<file path="src/hdl/assert_macros.svh">
`ifndef ASSERT_MACROS_SVH
`define ASSERT_MACROS_SVH

// Clocked assertion, disabled while reset is asserted.
`define ASSERT_CLK(lbl, prop, msg) \
  lbl: assert property (@(posedge clk_i) disable iff (!rst_ni) (prop)) else $error(msg);

// Condition that must never hold outside reset.
`define ASSERT_NEVER(lbl, cond, msg) \
  lbl: assert property (@(posedge clk_i) disable iff (!rst_ni) !(cond)) else $error(msg);

`endif

</file>
<file path="src/hdl/scm_pkg.sv">
`timescale 1ns / 1ps
`default_nettype none

package scm_pkg;

  localparam int KEYWORD_COUNT = 20;

  localparam logic [4:0] CodeMotion  = 5'd20;
  localparam logic [4:0] CodeUnknown = 5'd21;

  localparam logic [7:0] CharCr    = 8'h0D;
  localparam logic [7:0] CharEmpty = 8'hFF;
  localparam logic [7:0] CharPad   = 8'h20;
  localparam logic [7:0] DigitBase = 8'd48;
  localparam logic [7:0] CharLowA  = 8'h61;
  localparam logic [7:0] CharLowZ  = 8'h7A;
  localparam logic [7:0] CharM     = 8'h4D;

  // First character of a key sits in the top byte.
  localparam logic [31:0] KeywordTable [20] = '{
    "STOP", "WF  ", "WB  ", "WLT ", "WRT ", "WLS ", "WRS ", "WFLS",
    "WFRS", "WBLS", "WBRS", "WAL ", "WAR ", "WFLT", "WFRT", "WBLT",
    "WBRT", "SIT ", "BAL ", "M   "
  };

  typedef logic [31:0] key_t;

  typedef struct packed {
    logic       hit;
    logic [4:0] index;
    logic       motion;
    logic [7:0] page;
  } decode_t;

endpackage

`default_nettype wire

</file>
<file path="src/hdl/serial_command_line_matcher_core.sv">
`timescale 1ns / 1ps
`default_nettype none

// Channel   Direction  Handshake                 Payload
// input     in         in_valid_i / in_ready_o   rx_byte_i
// result    out        out_valid_o / out_ready_i command_code_o, previous_command_o,
//                                                motion_page_o, previous_page_o
//
// An accepted byte lands in an input register and is processed once the output may advance.
// A carriage return yields one registered result item; other bytes
// yield none. One byte per cycle is sustained while results are taken.
// Reset clears the line state, the command and page registers and all valid flags.
// A waiting result stalls the input register, and the input stalls only behind it.

`include "assert_macros.svh"

module serial_command_line_matcher_core (
  input  wire logic       clk_i,
  input  wire logic       rst_ni,
  input  wire logic       in_valid_i,
  output logic            in_ready_o,
  input  wire logic [7:0] rx_byte_i,
  output logic            out_valid_o,
  input  wire logic       out_ready_i,
  output logic      [4:0] command_code_o,
  output logic      [4:0] previous_command_o,
  output logic      [7:0] motion_page_o,
  output logic      [7:0] previous_page_o
);

  logic       in_vld_q;
  logic [7:0] in_byte_q;
  logic       out_vld_q;
  logic [4:0] out_cmd_q, out_prev_q;
  logic [7:0] out_page_q, out_lpage_q;

  logic [7:0] key_q [4];
  logic [2:0] cnt_q, cnt_d;
  logic [4:0] cur_q, cur_d, last_q, last_d;
  logic [7:0] page_q, page_d, lpage_q, lpage_d;

  logic             adv, is_cr, work;
  logic [7:0]       upper;
  scm_pkg::key_t    key;
  scm_pkg::decode_t dec;

  assign adv        = !out_vld_q || out_ready_i;
  assign in_ready_o = !in_vld_q || adv;
  assign is_cr      = (in_byte_q == scm_pkg::CharCr);
  assign work       = in_vld_q && adv;

  assign upper = ((in_byte_q >= scm_pkg::CharLowA) && (in_byte_q <= scm_pkg::CharLowZ)) ?
                 (in_byte_q - 8'd32) : in_byte_q;

  always_comb begin
    for (int i = 0; i < 4; i++) begin
      if (3'(i) < cnt_q) begin
        key[31 - 8 * i -: 8] = key_q[i];
      end else if (i == 0) begin
        key[31 - 8 * i -: 8] = scm_pkg::CharEmpty;
      end else begin
        key[31 - 8 * i -: 8] = scm_pkg::CharPad;
      end
    end
  end

  scm_decode u_decode (
    .key_i (key),
    .dec_o (dec)
  );

  always_comb begin
    cnt_d   = cnt_q;
    cur_d   = cur_q;
    last_d  = last_q;
    page_d  = page_q;
    lpage_d = lpage_q;
    if (is_cr) begin
      cnt_d = 3'd0;
      if (dec.hit) begin
        last_d = cur_q;
        cur_d  = dec.index;
      end else if (dec.motion) begin
        cur_d   = scm_pkg::CodeMotion;
        lpage_d = page_q;
        page_d  = dec.page;
      end else begin
        cur_d = scm_pkg::CodeUnknown;
      end
    end else if (cnt_q < 3'd4) begin
      cnt_d = cnt_q + 3'd1;
    end
  end

  always_ff @(posedge clk_i or negedge rst_ni) begin
    if (!rst_ni) begin
      in_vld_q  <= 1'b0;
      out_vld_q <= 1'b0;
      cnt_q     <= 3'd0;
      cur_q     <= 5'd0;
      last_q    <= 5'd0;
      page_q    <= 8'd0;
      lpage_q   <= 8'd0;
    end else begin
      if (in_ready_o) begin
        in_vld_q <= in_valid_i;
      end
      if (adv) begin
        out_vld_q <= in_vld_q && is_cr;
      end
      if (work) begin
        cnt_q   <= cnt_d;
        cur_q   <= cur_d;
        last_q  <= last_d;
        page_q  <= page_d;
        lpage_q <= lpage_d;
      end
    end
  end

  always_ff @(posedge clk_i) begin
    if (in_valid_i && in_ready_o) begin
      in_byte_q <= rx_byte_i;
    end
    if (work && is_cr) begin
      out_cmd_q   <= cur_d;
      out_prev_q  <= last_d;
      out_page_q  <= page_d;
      out_lpage_q <= lpage_d;
    end
    if (work && !is_cr && (cnt_q < 3'd4)) begin
      key_q[cnt_q[1:0]] <= upper;
    end
  end

  assign out_valid_o        = out_vld_q;
  assign command_code_o     = out_cmd_q;
  assign previous_command_o = out_prev_q;
  assign motion_page_o      = out_page_q;
  assign previous_page_o    = out_lpage_q;

  `ASSERT_NEVER(a_cnt_range, cnt_q > 3'd4, "character count beyond four")
  `ASSERT_CLK(a_cr_gives_result, work && is_cr |=> out_valid_o, "line end without result")
  `ASSERT_CLK(a_code_range, out_valid_o |-> command_code_o <= scm_pkg::CodeUnknown,
              "command code out of range")

endmodule

`default_nettype wire

</file>
<file path="src/hdl/scm_decode.sv">
`timescale 1ns / 1ps
`default_nettype none

module scm_decode (
  input  scm_pkg::key_t    key_i,
  output scm_pkg::decode_t dec_o
);

  logic [7:0] c0, c1, c2, c3;
  logic       dig1, dig2, dig3;
  logic [3:0] d1, d2, d3;
  logic [9:0] page_wide;
  logic [7:0] t1, t2, t3;

  assign c0 = key_i[31:24];
  assign c1 = key_i[23:16];
  assign c2 = key_i[15:8];
  assign c3 = key_i[7:0];

  assign dig1 = (c1 >= 8'h30) && (c1 <= 8'h39);
  assign dig2 = (c2 >= 8'h30) && (c2 <= 8'h39);
  assign dig3 = (c3 >= 8'h30) && (c3 <= 8'h39);

  assign t1 = c1 - scm_pkg::DigitBase;
  assign t2 = c2 - scm_pkg::DigitBase;
  assign t3 = c3 - scm_pkg::DigitBase;
  assign d1 = t1[3:0];
  assign d2 = t2[3:0];
  assign d3 = t3[3:0];

  always_comb begin
    if (dig2 && dig3) begin
      page_wide = 10'(d1) * 10'd100 + 10'(d2) * 10'd10 + 10'(d3);
    end else if (dig2) begin
      page_wide = 10'(d1) * 10'd10 + 10'(d2);
    end else if (dig3) begin
      page_wide = 10'(d1) * 10'd10 + 10'(d3);
    end else begin
      page_wide = 10'(d1);
    end
  end

  always_comb begin
    dec_o.hit   = 1'b0;
    dec_o.index = 5'd0;
    for (int i = scm_pkg::KEYWORD_COUNT - 1; i >= 0; i--) begin
      if (key_i == scm_pkg::KeywordTable[i]) begin
        dec_o.hit   = 1'b1;
        dec_o.index = 5'(i);
      end
    end
    dec_o.motion = (c0 == scm_pkg::CharM) && dig1;
    dec_o.page   = page_wide[7:0];
  end

endmodule

`default_nettype wire
</file>
<file path="config.mk">
export PLATFORM = sky130hd
export DESIGN_NAME = serial_command_line_matcher_core
export DESIGN_NICKNAME = d
export VERILOG_FILES = /design/src/hdl/scm_pkg.sv /design/src/hdl/serial_command_line_matcher_core.sv /design/src/hdl/scm_decode.sv
export VERILOG_INCLUDE_DIRS = /design/src /design/src/hdl
export SDC_FILE = /design/constraint.sdc
export NUM_CORES = 1
export LEC_CHECK = 0
export BUFFER_PORTS_ARGS = -buffer_cell sky130_fd_sc_hd__buf_4
export CORE_ASPECT_RATIO = 0.9
export CORE_UTILIZATION = 55
export CTS_BUF_LIST = sky130_fd_sc_hd__clkbuf_16
export DETAILED_ROUTE_END_ITERATION = 8
export PLACE_DENSITY = 0.77
export SYNTH_ARGS = -nofsm -noshare
export SYNTH_HDL_FRONTEND = slang
export SYNTH_SLANG_ARGS = --single-unit
</file>
<file path="constraint.sdc">
create_clock -name clk_i -period 4.1 [get_ports clk_i]
set_input_delay 0.615 -clock clk_i [delete_from_list [all_inputs] [get_ports clk_i]]
set_output_delay 0.615 -clock clk_i [all_outputs]
set_load 0.01 [all_outputs]
</file>
# --- Word-level counts from Yosys, hierarchy flattened ---
# Memory sizes are Yosys's and may differ from the RTL's.
# Index checks and enable logic that the tools add are counted.
op_classes:
  n_reduce_logical: 19
  n_mul: 3
  n_addsub: 9
  muxes: 43
  magnitude_cmp: 13
  n_eq_ne: 22
op_table:
  columns: ["cell", "n"]
  rows:
  - ["$eq 32x31->1 const B", 20]
  - ["$mux 6", 20]
  - ["$mux 8", 14]
  - ["$add 8x4->8", 3]
  - ["$ge 8x6->1 const B", 3]
  - ["$le 8x6->1 const B", 3]
  - ["$mux 5", 4]
  - ["$mul 4x3->7 const B", 2]
  - ["$logic_and 1x1->1", 12]
  - ["$sub 4x1->4 const B", 3]
  - ["$add 8x8->8", 1]
  - ["$eq 8x4->1 const B", 1]
  - ["$eq 8x7->1 const B", 1]
  - ["$ge 8x7->1 const B", 1]
  - ["$le 8x7->1 const B", 1]
  - ["$sub 8x6->8 const B", 1]
  - ["$lt 1x3->1 const A", 2]
  - ["$lt 2x3->1 const A", 2]
  - ["$mul 4x5->6 const B", 1]
  - ["$mux 3", 2]
  - ["$add 3x1->3 const B", 1]
  - ["$logic_not 1->1", 3]
  - ["$lt 3x3->1 const B", 1]
  - ["$mux 1", 3]
  - ["other kinds (3)", 4]
word_totals:
  output_inout_bits: 28
  ff_bits: 65
  wordCells: 122
  memories: 1
  in_bits: 12
  mem_bits_rw: 32
mem_list:
  columns: ["name", "words", "word_bits", "rd", "rd_ports_with_merged_regs", "write_ports", "line_no", "source"]
  rows:
  - ["key_q", 4, 8, 4, 0, 1, "serial_command_line_matcher_core.sv:37", "logic [7:0] key_q [4];"]

# --- Depth between registers and ports, before layout ---
# Gate-level depths: netlist of run 1.
logic_depth:
  word_depth: 25
  ltp_mapped: 17
  ltp_nobuf: 15

# --- By module ---
# From an unflattened synthesis of run 1, not the netlist that was laid out.
hier_totals:
  cells_unflattened: 477
  area_unflattened_um2: 5718.0
modules_own_cells:
  columns: ["mod", "seq_area_each_um2", "area_each_um2", "cells_per_inst", "instances"]
  rows:
  - ["serial_command_line_matcher_core", 2757.6, 3971.3, 239, 1]
  - ["scm_decode", 0.0, 1746.7, 238, 1]

# --- Least setup slack after synthesis of run 1 ---
# No wires, ideal clock.
synth_path:
  kind: "reg2reg"
  from: "register cnt_q[1]"
  to: "register out_page_q[7], in the netlist motion_page_o[7] (data pin)"
  setup_time_ns: 0.267
  t_required_ns: 3.833
  path_buffers: 3
  path_stages_with_launch: 18
  path_slack_ns: 0.059
  arrival_time_ns: 3.773
  period_less_slack_ns: 4.041
  cell_sequence: "dfrtp_1 -> buf_2 -> a21o_1 -> clkbuf_1 -> and2_1 -> clkbuf_1 -> ha_1 -> inv_1 -> fa_1 -> inv_1 -> ha_1 -> a21o_1 -> a21oi_1 -> o21bai_1 -> a21oi_1 -> xnor3_1 -> a221oi_1 -> o31ai_1"
synth_between:
  elab_chain_cells: 25
  word_cells_on_any_way: 76
  cone_classes: "add/sub: 7; mul: 3; order compare: 10; eq/ne: 21; mux: 30; reduce/logical: 5"
synth_rtl:
  columns: ["item", "line_no", "source"]
  rows:
  - ["start, declared", "serial_command_line_matcher_core.sv:38", "logic [2:0] cnt_q, cnt_d;"]
  - ["start signal, assigned", "serial_command_line_matcher_core.sv:112", "cnt_q <= cnt_d;"]
  - ["branches (longest 23 deep; another with $add 8x8->8)", null, null]
  - ["$mux 8 (*)", "serial_command_line_matcher_core.sv:80", "if (dec.hit) begin"]
  - ["$mux 8 (*)", "serial_command_line_matcher_core.sv:78", "if (is_cr) begin"]
  - ["net page_d[7]", "serial_command_line_matcher_core.sv:40", "logic [7:0] page_q, page_d, lpage_q, lpage_d;"]
  - ["end signal, assigned", "serial_command_line_matcher_core.sv:128", "out_page_q <= page_d;"]
  - ["end, declared", "serial_command_line_matcher_core.sv:35", "logic [7:0] out_page_q, out_lpage_q;"]
# Mark *: on every way through the listed nets, which the timed path passes.
# A chain may end at the register's enable or synchronous reset.

# --- Final worst setup path of run 1 ---
layout_path:
  from: "register cnt_q[0]"
  to: "register out_page_q[7], in the netlist motion_page_o[7] (data pin)"
# Same word-level chain as after synthesis.

==> impl_metrics.toml, run 1 <==
[clocking]
numCtsBuffers = 9
path_clk_slew_ns = 0.07
cts_sinks = 97
clockBufferDepth = 2
cts_tree = "yes"
postCtsHoldBufs = 0
htreeDepth = 3
insertion_delay_ns = 0.35
cts-root-buf = "clkbuf_16"

[critical_path]
worst_setup_path_end_kind = "flip-flop"
r2r_end = "motion_page_o[7]"
crit_end = "motion_page_o[7]"
worst-r2r-setup-slack_ns = 0.25
crit_type = "reg -> reg"
worst_setup_path_start_kind = "flip-flop"
startpoint = "cnt_q[0]"
r2r_cells = 14
crit_arrival_ns = 3.93
required_ns = 4.18
path_max_fanout = 10
r2r_start = "cnt_q[0]"

[timing]
timing.hold.ws_ns = 0.2086
tightestPinTransition_ns = 0.8078
slew_headroom_pct = 46.09
max_freq_mhz = 259.7
finClkSkew_ns = 0.005472
timing.final.crit_share_pct = 93.92
slew_viol_final = 0
fin_crit_ns = 3.851
hold_viol = 0
tns_ns = 0
setup_viol_count_final = 0
rsz0062_at_grt = "false"

[layout]
syn2layout_area_growth_pct = 13.80
final_cells = 708
nets = 624
n_antenna_cell = 0
drive_above_1_share_pct = 17.79
nFillCells = 790

[power]
pwr-share-seq_pct = 37.6
p_sw_w = 0.001047
power_per_cell_area_mw_per_mm2 = 462.5
swShare_pct = 34.25
p_leak_nw = 2.712
combPwrFrac_pct = 34.9
ir_drop_uv = 388.5
clkPwrFrac_pct = 27.6
p_int_w = 0.002011

[grt]
grt_max_degree = 32
grt_first_pass_wirelength_um = 21150
use_met3_pct = 4.980
grt.met1_usage_pct = 34.08
grt_pass1_vias = 4253
grt_usage_pct = 25.66
overflow = 0
antenna_found_initial = 0
busiest_layer = "met2"
use_met2_pct = 41.09

[synth]
syn-num-nets = 579
synth_top_area_cell = "edfxtp_1"
yosysSeqAreaShare_pct = 47.46
synth_compound_area_share_pct = 12.47
async_flop_share_pct = 31.96
synth_top_family_by_area = "simple AND/OR/NAND/NOR gates"
synth_warnings = 0
muxShareOfSynthArea_pct = 5.943
synth-main-ff-cell = "edfxtp_1"
yosysUniqueCellTypes = 71
synth_area_leaders = "edfxtp_1 34%, dfrtp_1 13%, ha_1 7.1%, nand2_1 4.6%, mux2_2 2.7%"
synth.cell_area_mm2 = 0.005811
synth_top_area_share_pct = 34.11
ys_ff_latch = 97
syn_avg_cell_area_um2 = 10.98
synth_xor_xnor_area_share_pct = 2.799
synth_edf_count = 66
synthCells = 529
synthAdderAreaFrac_pct = 9.173
synth_common_cells = "71 x nand2_1, 66 x edfxtp_1, 33 x ha_1, 31 x dfrtp_1, 25 x a21oi_1"
yosysMostFrequentCell = "nand2_1"
synth-simple-area-share_pct = 19.19

[run]
cap_violations = 0

[drt]
post-route-drc-count = 0
first_pass_iters = 6
vias = 4409
ant_nets = 0
avgRoutedWirePerCell_um = 18.89
vias_per_cell = 6.227
drt-initial-drc-count = 470
totalWireLength_um = 13380

[place]
gp_congestion = 0.8993
dp_hpwl_um = 9885
placedCellCount = 690
io_buffers = 39

[floorplanning]
rows = 35
core_mm2 = 0.01025
start_util_pct = 56.70
die_h_um = 99.51
top_level_ports = 40
die_w_um = 110.3
die-area_mm2 = 0.01098

[min_path]
hold_path.class = "in -> async"

[status]
status = "finished, final reports clean"
## logic make-up after synthesis
group           Yosys count
simple gates            201
compound gates          101
buf+inv                  43
flops                    97
xor+xnor                 17
fa+ha+maj                40
mux                      30
## sequential cells by signal, indices dropped and copies added, names as in the netlist
name and count:
in_vld_q 1, key_q 32, in_byte_q 8, cnt_q 3, cur_q 5, last_q 5
lpage_q 8, page_q 8, motion_page_o 8, previous_page_o 8, out_valid_o 1, previous_command_o 5
command_code_o 5
## area by class of cell
type / instances / area [um^2] / share of cell area, %
timing repair buffer: 53 / 397.9 / 6.017
sequential: 97 / 2759 / 41.72
clock buffer: 9 / 225.2 / 3.406
tap: 129 / 161.4 / 2.441
multi-input combinational: 389 / 2898 / 43.82
inverter: 24 / 90.09 / 1.362
clock inverter: 7 / 81.33 / 1.230
## metrics by stage
stage                     area, um^2  total power [W]  setup WS (ns)  utilization [%]
final                           6613         0.003058         0.2495            64.53
after global routing            6613         0.003231        0.01730            64.53
after CTS                       6579         0.003023        0.07247            64.20
after detailed placement        6272         0.002175         0.1130            61.21
after global placement          6272         0.002136         0.1711            61.21
after floorplan                 5811         0.001932        0.05934                -
## critical path, stage by stage, from the launching register on
cell	delay, ns
dfrtp_2	0.44
a21o_4	0.26
and2_1	0.19
ha_1	0.29
inv_1	0.05
fa_1	0.59
inv_1	0.07
ha_1	0.29
a21o_1	0.19
a21oi_2	0.17
o21bai_1	0.08
a21oi_1	0.16
xnor3_1	0.42
a221oi_2	0.30
o31ai_1	0.09
## placed cells by master (no fill, tap or decap), types with 5 or more instances in the layout
| cell type | n |
|---|---|
| nand2_1 | 71 |
| edfxtp_1 | 66 |
| buf_4 | 53 |
| ha_1 | 33 |
| dfrtp_1 | 30 |
| inv_1 | 24 |
| a21oi_1 | 24 |
| o21ai_0 | 23 |
| nor2_1 | 17 |
| mux2_2 | 14 |
| and2_1 | 13 |
| nor3_1 | 13 |
| nand3_1 | 10 |
| or3_1 | 10 |
| xnor2_1 | 10 |
| nand4_1 | 9 |
| clkbuf_16 | 9 |
| nand2b_1 | 7 |
| a21o_1 | 7 |
| nand3b_1 | 6 |
| nor4_1 | 6 |
| mux2_1 | 6 |
| xor2_1 | 6 |
| mux2i_1 | 6 |
| nand4b_1 | 5 |
| fa_1 | 5 |
## layer usage
layer	routed length, um	share of wire (%)
met2	6433	48
met5	0	0
met4	444	3.3
met3	755	5.6
met1	5740	43
## power by group through the flow
stage	logic, W	registers [W]	clock network, W
2_1_floorplan	0.000782	0.00115	0
3_3_place_gp	0.000973	0.00116	0
3_5_place_dp	0.00101	0.00117	0
4_1_cts	0.00102	0.00115	0.000856
5_1_grt	0.00119	0.00115	0.000889
6_report	0.00107	0.00115	0.000843
## timing repair
item                                    in CTS  in global routing
setup buffers                                0                  2
endpoints found under the setup margin       0                  2
gates resized for setup                      0                  5
## worst min-delay path by stage
stage / start / cells after the start / endpoint
2_1_floorplan: rst_ni / 0 / cnt_q[0]
3_3_place_gp: lpage_q[2] / 2 / lpage_q[2]
3_5_place_dp: lpage_q[7] / 2 / lpage_q[7]
4_1_cts: rst_ni / 1 / page_q[6]
5_1_grt: rst_ni / 1 / lpage_q[5]
6_report: rst_ni / 1 / lpage_q[5]
(Power assumes the default switching activity.)
==> run 2, diff against run 1 <==
--- a/config.mk
+++ b/config.mk
@@ -12,6 +12,7 @@
 export CTS_BUF_LIST = sky130_fd_sc_hd__clkbuf_16
 export DETAILED_ROUTE_END_ITERATION = 8
 export PLACE_DENSITY = 0.77
+export RECOVER_POWER = 100
 export SYNTH_ARGS = -nofsm -noshare
 export SYNTH_HDL_FRONTEND = slang
 export SYNTH_SLANG_ARGS = --single-unit
==> run 2 against run 1 <==
Effect of this change: the flow now finishes with violations (capacitance limit, slew limit); routed wire length fell by 0.37%; total power shrank 0.14%; final area shrank 2.2%; global-route usage unchanged; sequential power is essentially flat; clock skew barely moved; maximum frequency hardly changed; critical path type unchanged; largest power group unchanged.
==> impl_metrics.toml, run 2 (synthesized netlist as in run 1, its figures left out) <==
[status]
status = "complete, but fails checks"
violations = "capacitance limit, slew limit"

[timing]
timing.hold.ws_ns = 0.4639
timing.final.crit_share_pct = 94.00
fin_crit_ns = 3.854
tns_ns = 0
setup_viol_count_final = 0
hold_viol = 0
slew_viol_final = 32
slew_headroom_pct = -20.18
rsz0062_at_grt = "false"
max_freq_mhz = 259.5
tightestPinTransition_ns = 1.803
finClkSkew_ns = 0.005106

[layout]
design_area_mm2 = 0.006469
drive_above_1_share_pct = 10.54
largest_reg_flops = 32
nFillCells = 834
n_antenna_cell = 0
syn2layout_area_growth_pct = 11.33
multiInputGateArea_mm2 = 0.002878
final_cells = 708
final_common_cell = "nand2_1"
final_cell_mix = "71 x nand2_1, 66 x edfxtp_1, 33 x ha_1, 33 x clkbuf_1, 30 x dfrtp_1"
nets = 624
seq_area_mm2 = 0.002759

[drt]
first_pass_iters = 5
wl_met1_um = 5685
totalWireLength_um = 13330
met3_length_um = 793
vias = 4400
drt-initial-drc-count = 430
routed-wl-met2_um = 6372
ant_nets = 0
avgRoutedWirePerCell_um = 18.82
routed.top_layer = "met4"
vias_per_cell = 6.215
post-route-drc-count = 0

[critical_path]
required_ns = 4.18
path_max_fanout = 10
r2r_cells = 14
path_cells = "a21o_4 -> and2_1 -> ha_1 -> inv_1 -> fa_1 -> inv_1 -> ha_1 -> a21o_1 -> a21oi_2 -> o21bai_1 -> a21oi_1 -> xnor3_1 -> a221oi_2 -> o31ai_1"
crit_arrival_ns = 3.93
r2r_start = "cnt_q[0]"
cp_slowest_stage_delay_ns = 0.59
crit_type = "reg -> reg"
startpoint = "cnt_q[0]"
worst_setup_path_end_kind = "flip-flop"
worst_setup_path_start_kind = "flip-flop"
critPathTopFamily = "compound AO/OA/AOI/OAI gates"
path_buf_inv = 2
slowest_stage = "fa_1"
crit_cells = 14

[place]
dp_hpwl_um = 9885
gp_congestion = 0.8993
io_buffers = 39
placedCellCount = 690
dpl_cell_area_mm2 = 0.006272

[floorplanning]
rows = 35
top_level_ports = 40
start_util_pct = 56.70
die_w_um = 110.3
die-area_mm2 = 0.01098
core_mm2 = 0.01025
die_h_um = 99.51

[min_path]
hold_path.class = "in -> reg"
whs_path_depth = 1
hold_start = "rx_byte_i[2]"

[grt]
antenna_found_initial = 0
grt_first_pass_wirelength_um = 21150
grt_usage_pct = 25.66
grt_pass1_vias = 4253
grt_max_degree = 32
overflow = 0

[clocking]
cts-root-buf = "clkbuf_16"
cts_sinks = 97
numCtsBuffers = 9
path_clk_slew_ns = 0.07
clockBufferDepth = 2
htreeDepth = 3
cts_tree = "yes"
insertion_delay_ns = 0.34
postCtsHoldBufs = 0

[power]
ir_drop_uv = 386.8
power_per_cell_area_mw_per_mm2 = 472.1
p_leak_nw = 2.579
finalPower_w = 0.003054

[run]
cap_violations = 1
==> run 2: changes by cell type in the layout (fill, tap and decap cells not counted), sizes merged <==
cell	previous run	this run
clkbuf	9	50
buf	53	12
==> run 2: layer usage <==
layer | vias up | global-route usage, %
met2 | 155 | 41.09
met3 | 42 | 4.980
met1 | 2142 | 34.08
met5 | - | 0
li1 | 2061 | -
met4 | 0 | 10.63
==> run 2: cell type report <==
type	count	area share (%)
clock buffer	9	3.482
clock inverter	7	1.257
inverter	24	1.393
multi-input combinational	389	44.49
sequential	97	42.65
tap	129	2.495
timing repair buffer	53	4.236
==> run 2: what timing repair did <==
item / 4_1_cts / 5_1_grt
setup buffers: 0 / 2
gates resized for setup: 0 / 5
endpoints found under the setup margin: 0 / 2
==> run 2: final timing paths <==
check                                   endpoint  slack [ns]
worst max-delay path            motion_page_o[7]        0.25
worst min-delay path                in_byte_q[2]        0.46
worst max register to register  motion_page_o[7]        0.25
worst min register to register        lpage_q[0]        0.48
max in group asynchronous               cnt_q[0]        2.18
min in group asynchronous             lpage_q[5]        0.75
==> run 2: power breakdown <==
part | internal (W) | switching, W
Sequential | 0.00110 | 0.0000493
Clock | 0.000435 | 0.000408
Combinational | 0.000473 | 0.000589
Total | 0.00201 | 0.00105
==> run 2: stage by stage <==
stage / util [%] / setup slack (ns)
6_report: 63.13 / 0.2462
5_1_grt: 63.13 / 0.01730
4_1_cts: 64.20 / 0.07247
3_5_place_dp: 61.21 / 0.1130
3_3_place_gp: 61.21 / 0.1711
2_1_floorplan: - / 0.05934
==> run 3, diff against run 2 <==
--- a/config.mk
+++ b/config.mk
@@ -7,11 +7,13 @@
 export NUM_CORES = 1
 export LEC_CHECK = 0
 export BUFFER_PORTS_ARGS = -buffer_cell sky130_fd_sc_hd__buf_4
+export CELL_PAD_IN_SITES_DETAIL_PLACEMENT = 1
+export CELL_PAD_IN_SITES_GLOBAL_PLACEMENT = 2
 export CORE_ASPECT_RATIO = 0.9
-export CORE_UTILIZATION = 55
+export CORE_UTILIZATION = 37
 export CTS_BUF_LIST = sky130_fd_sc_hd__clkbuf_16
 export DETAILED_ROUTE_END_ITERATION = 8
-export PLACE_DENSITY = 0.77
+export PLACE_DENSITY = 0.78
 export RECOVER_POWER = 100
 export SYNTH_ARGS = -nofsm -noshare
 export SYNTH_HDL_FRONTEND = slang
==> run 3 against run 2 <==
Effect of this change: the run still ends with capacitance limit, slew limit left; sequential share of layout area decreased by 0.56 points; flip-flop and latch count unchanged; utilization decreased by 21 points; clock power increased by 3.7%; sequential power about the same; maximum frequency decreased by 0.36%; setup slack got worse by 0.014 ns; critical path type unchanged; critical endpoint unchanged; largest cell class unchanged; largest power group unchanged.
==> impl_metrics.toml, run 3 (synthesized netlist as in run 1, its figures left out) <==
[clocking]
path_clk_slew_ns = 0.07
clockBufferDepth = 2
cts_tree = "yes"
post-cts-setup-buffers = 0
insertion_delay_ns = 0.35
cts-root-buf = "clkbuf_16"
numCtsBuffers = 9
cts_sinks = 97
htreeDepth = 3

[drt]
avgRoutedWirePerCell_um = 19.57
vias_per_cell = 5.512
post-route-drc-count = 0
totalWireLength_um = 15250
ant_nets = 0
vias = 4294
drt-initial-drc-count = 322
first_pass_iters = 4

[floorplanning]
die_w_um = 134.1
die_h_um = 120.9
core_mm2 = 0.01539
rows = 43
top_level_ports = 40
die-area_mm2 = 0.01621
start_util_pct = 37.76

[layout]
largest_reg_flops = 32
final_cell_mix = "70 x nand2_1, 66 x edfxtp_1, 33 x ha_1"
drive_above_1_share_pct = 10.40
fin_util_pct = 42.58
final_common_cell = "nand2_1"
syn2layout_area_growth_pct = 12.77
design_area_mm2 = 0.006553
nets = 622
final_cells = 779
n_antenna_cell = 0

[place]
io_buffers = 39
dp_hpwl_um = 11730
dpl_cell_area_mm2 = 0.006364
place_worst_setup_slack_ns = 0.05438
placedCellCount = 763
gp_congestion = 0.8539

[grt]
grt_first_pass_wirelength_um = 24630
overflow = 0
antenna_found_initial = 0
grt_usage_pct = 20.20
grt_pass1_vias = 4495
grt_max_degree = 32

[critical_path]
path_max_fanout = 10
worst_setup_path_start_kind = "flip-flop"
r2r_start = "cnt_q[0]"
crit_arrival_ns = 3.95
r2r_cells = 14
path_cells = "a21o_2 -> and2_1 -> ha_1 -> inv_1 -> fa_1 -> inv_1 -> ha_1 -> a21o_1 -> a21oi_2 -> o21bai_1 -> a21oi_1 -> xnor3_1 -> a221oi_2 -> o31ai_1"
worst-r2r-setup-slack_ns = 0.23
worst_setup_path_end_kind = "flip-flop"
required_ns = 4.18
crit_type = "reg -> reg"
r2r_end = "motion_page_o[7]"
cp_slowest_stage_delay_ns = 0.59
slowest_stage = "fa_1"

[timing]
timing.final.crit_share_pct = 94.33
setup_viol_count_final = 0
max_freq_mhz = 258.6
hold_viol = 0
tns_ns = 0
slew_headroom_pct = -28.06
fin_ws_ns = 0.2323
fin_crit_ns = 3.868
slew_viol_final = 32
finClkSkew_ns = 0.006621
rsz0062_at_grt = "false"
tightestPinTransition_ns = 1.921

[run]
cap_violations = 1

[min_path]
hold_start = "in_valid_i"
whs_path_depth = 2
hold_path.class = "in -> reg"
holdPathEnd = "in_vld_q"

[power]
ir_drop_uv = 296.7
power_per_cell_area_mw_per_mm2 = 476.9
p_leak_nw = 2.588

[status]
status = "complete, but fails checks"
violations = "capacitance limit, slew limit"
-- run 3: changes by cell type in the layout (fill, tap and decap cells not counted), sizes merged --
cell	change
clkbuf	-2
inv	+2
bufinv	+1
clkinv	-3
-- run 3: power by group --
part	switching (W)	leakage (nW)	total, W	internal (W)
clock	0.000387	0.157	0.000874	0.000487
sequential	0.0000402	1.02	0.00114	0.00110
combinational	0.000640	1.41	0.00111	0.000471
total	0.00107	2.59	0.00312	0.00206
-- run 3: worst max-delay path, delay by kind of cell (launching register included) --
kind	cells	cell delay, ns
AO/OA/AOI/OAI	7	1.27
XOR/XNOR	1	0.44
adder cells (fa/ha/maj)	3	1.17
buffers and inverters	2	0.13
flip-flops	1	0.38
AND/OR/NAND/NOR	1	0.21
-- run 3: repair_timing --
item,4_1_cts,5_1_grt
hold buffers,0,0
resized for setup,0,4
endpoints found under the setup margin,0,4
-- run 3: how the worst max path moves through the flow --
stage / from / endpoint / slack [ns] / cells after the start
after detailed placement: cnt_q[0] / motion_page_o[7] / 0.05 / 14
final: cnt_q[0] / motion_page_o[7] / 0.23 / 14
after global placement: cnt_q[0] / motion_page_o[7] / 0.19 / 14
after CTS: cnt_q[0] / motion_page_o[7] / 0.03 / 14
after global routing: cnt_q[0] / motion_page_o[7] / 0.006 / 14
after floorplan: cnt_q[1] / motion_page_o[7] / 0.06 / 17
-- run 3: layout make-up --
type	count	area [um^2]
tap	202	252.7
clock buffer	9	225.2
inverter	24	90.09
multi-input combinational	389	2874
timing repair buffer	51	267.8
sequential	97	2758
clock inverter	7	85.08
fill	1717	8835
-- run 3: layer usage --
metal,part of all wire [%],GRT usage (%)
met1,47,26.38
met2,49,34.10
met3,3.0,3.300
met4,1.8,6.671
met5,0,0
-- run 3: metrics by stage --
stage | total power [W] | hold slack, ns
2_1_floorplan | 0.001932 | 0.3194
3_5_place_dp | 0.002260 | 0.4697
6_report | 0.003125 | 0.4533
3_3_place_gp | 0.002222 | 0.4514
5_1_grt | 0.003319 | 0.4393
4_1_cts | 0.003149 | 0.2233
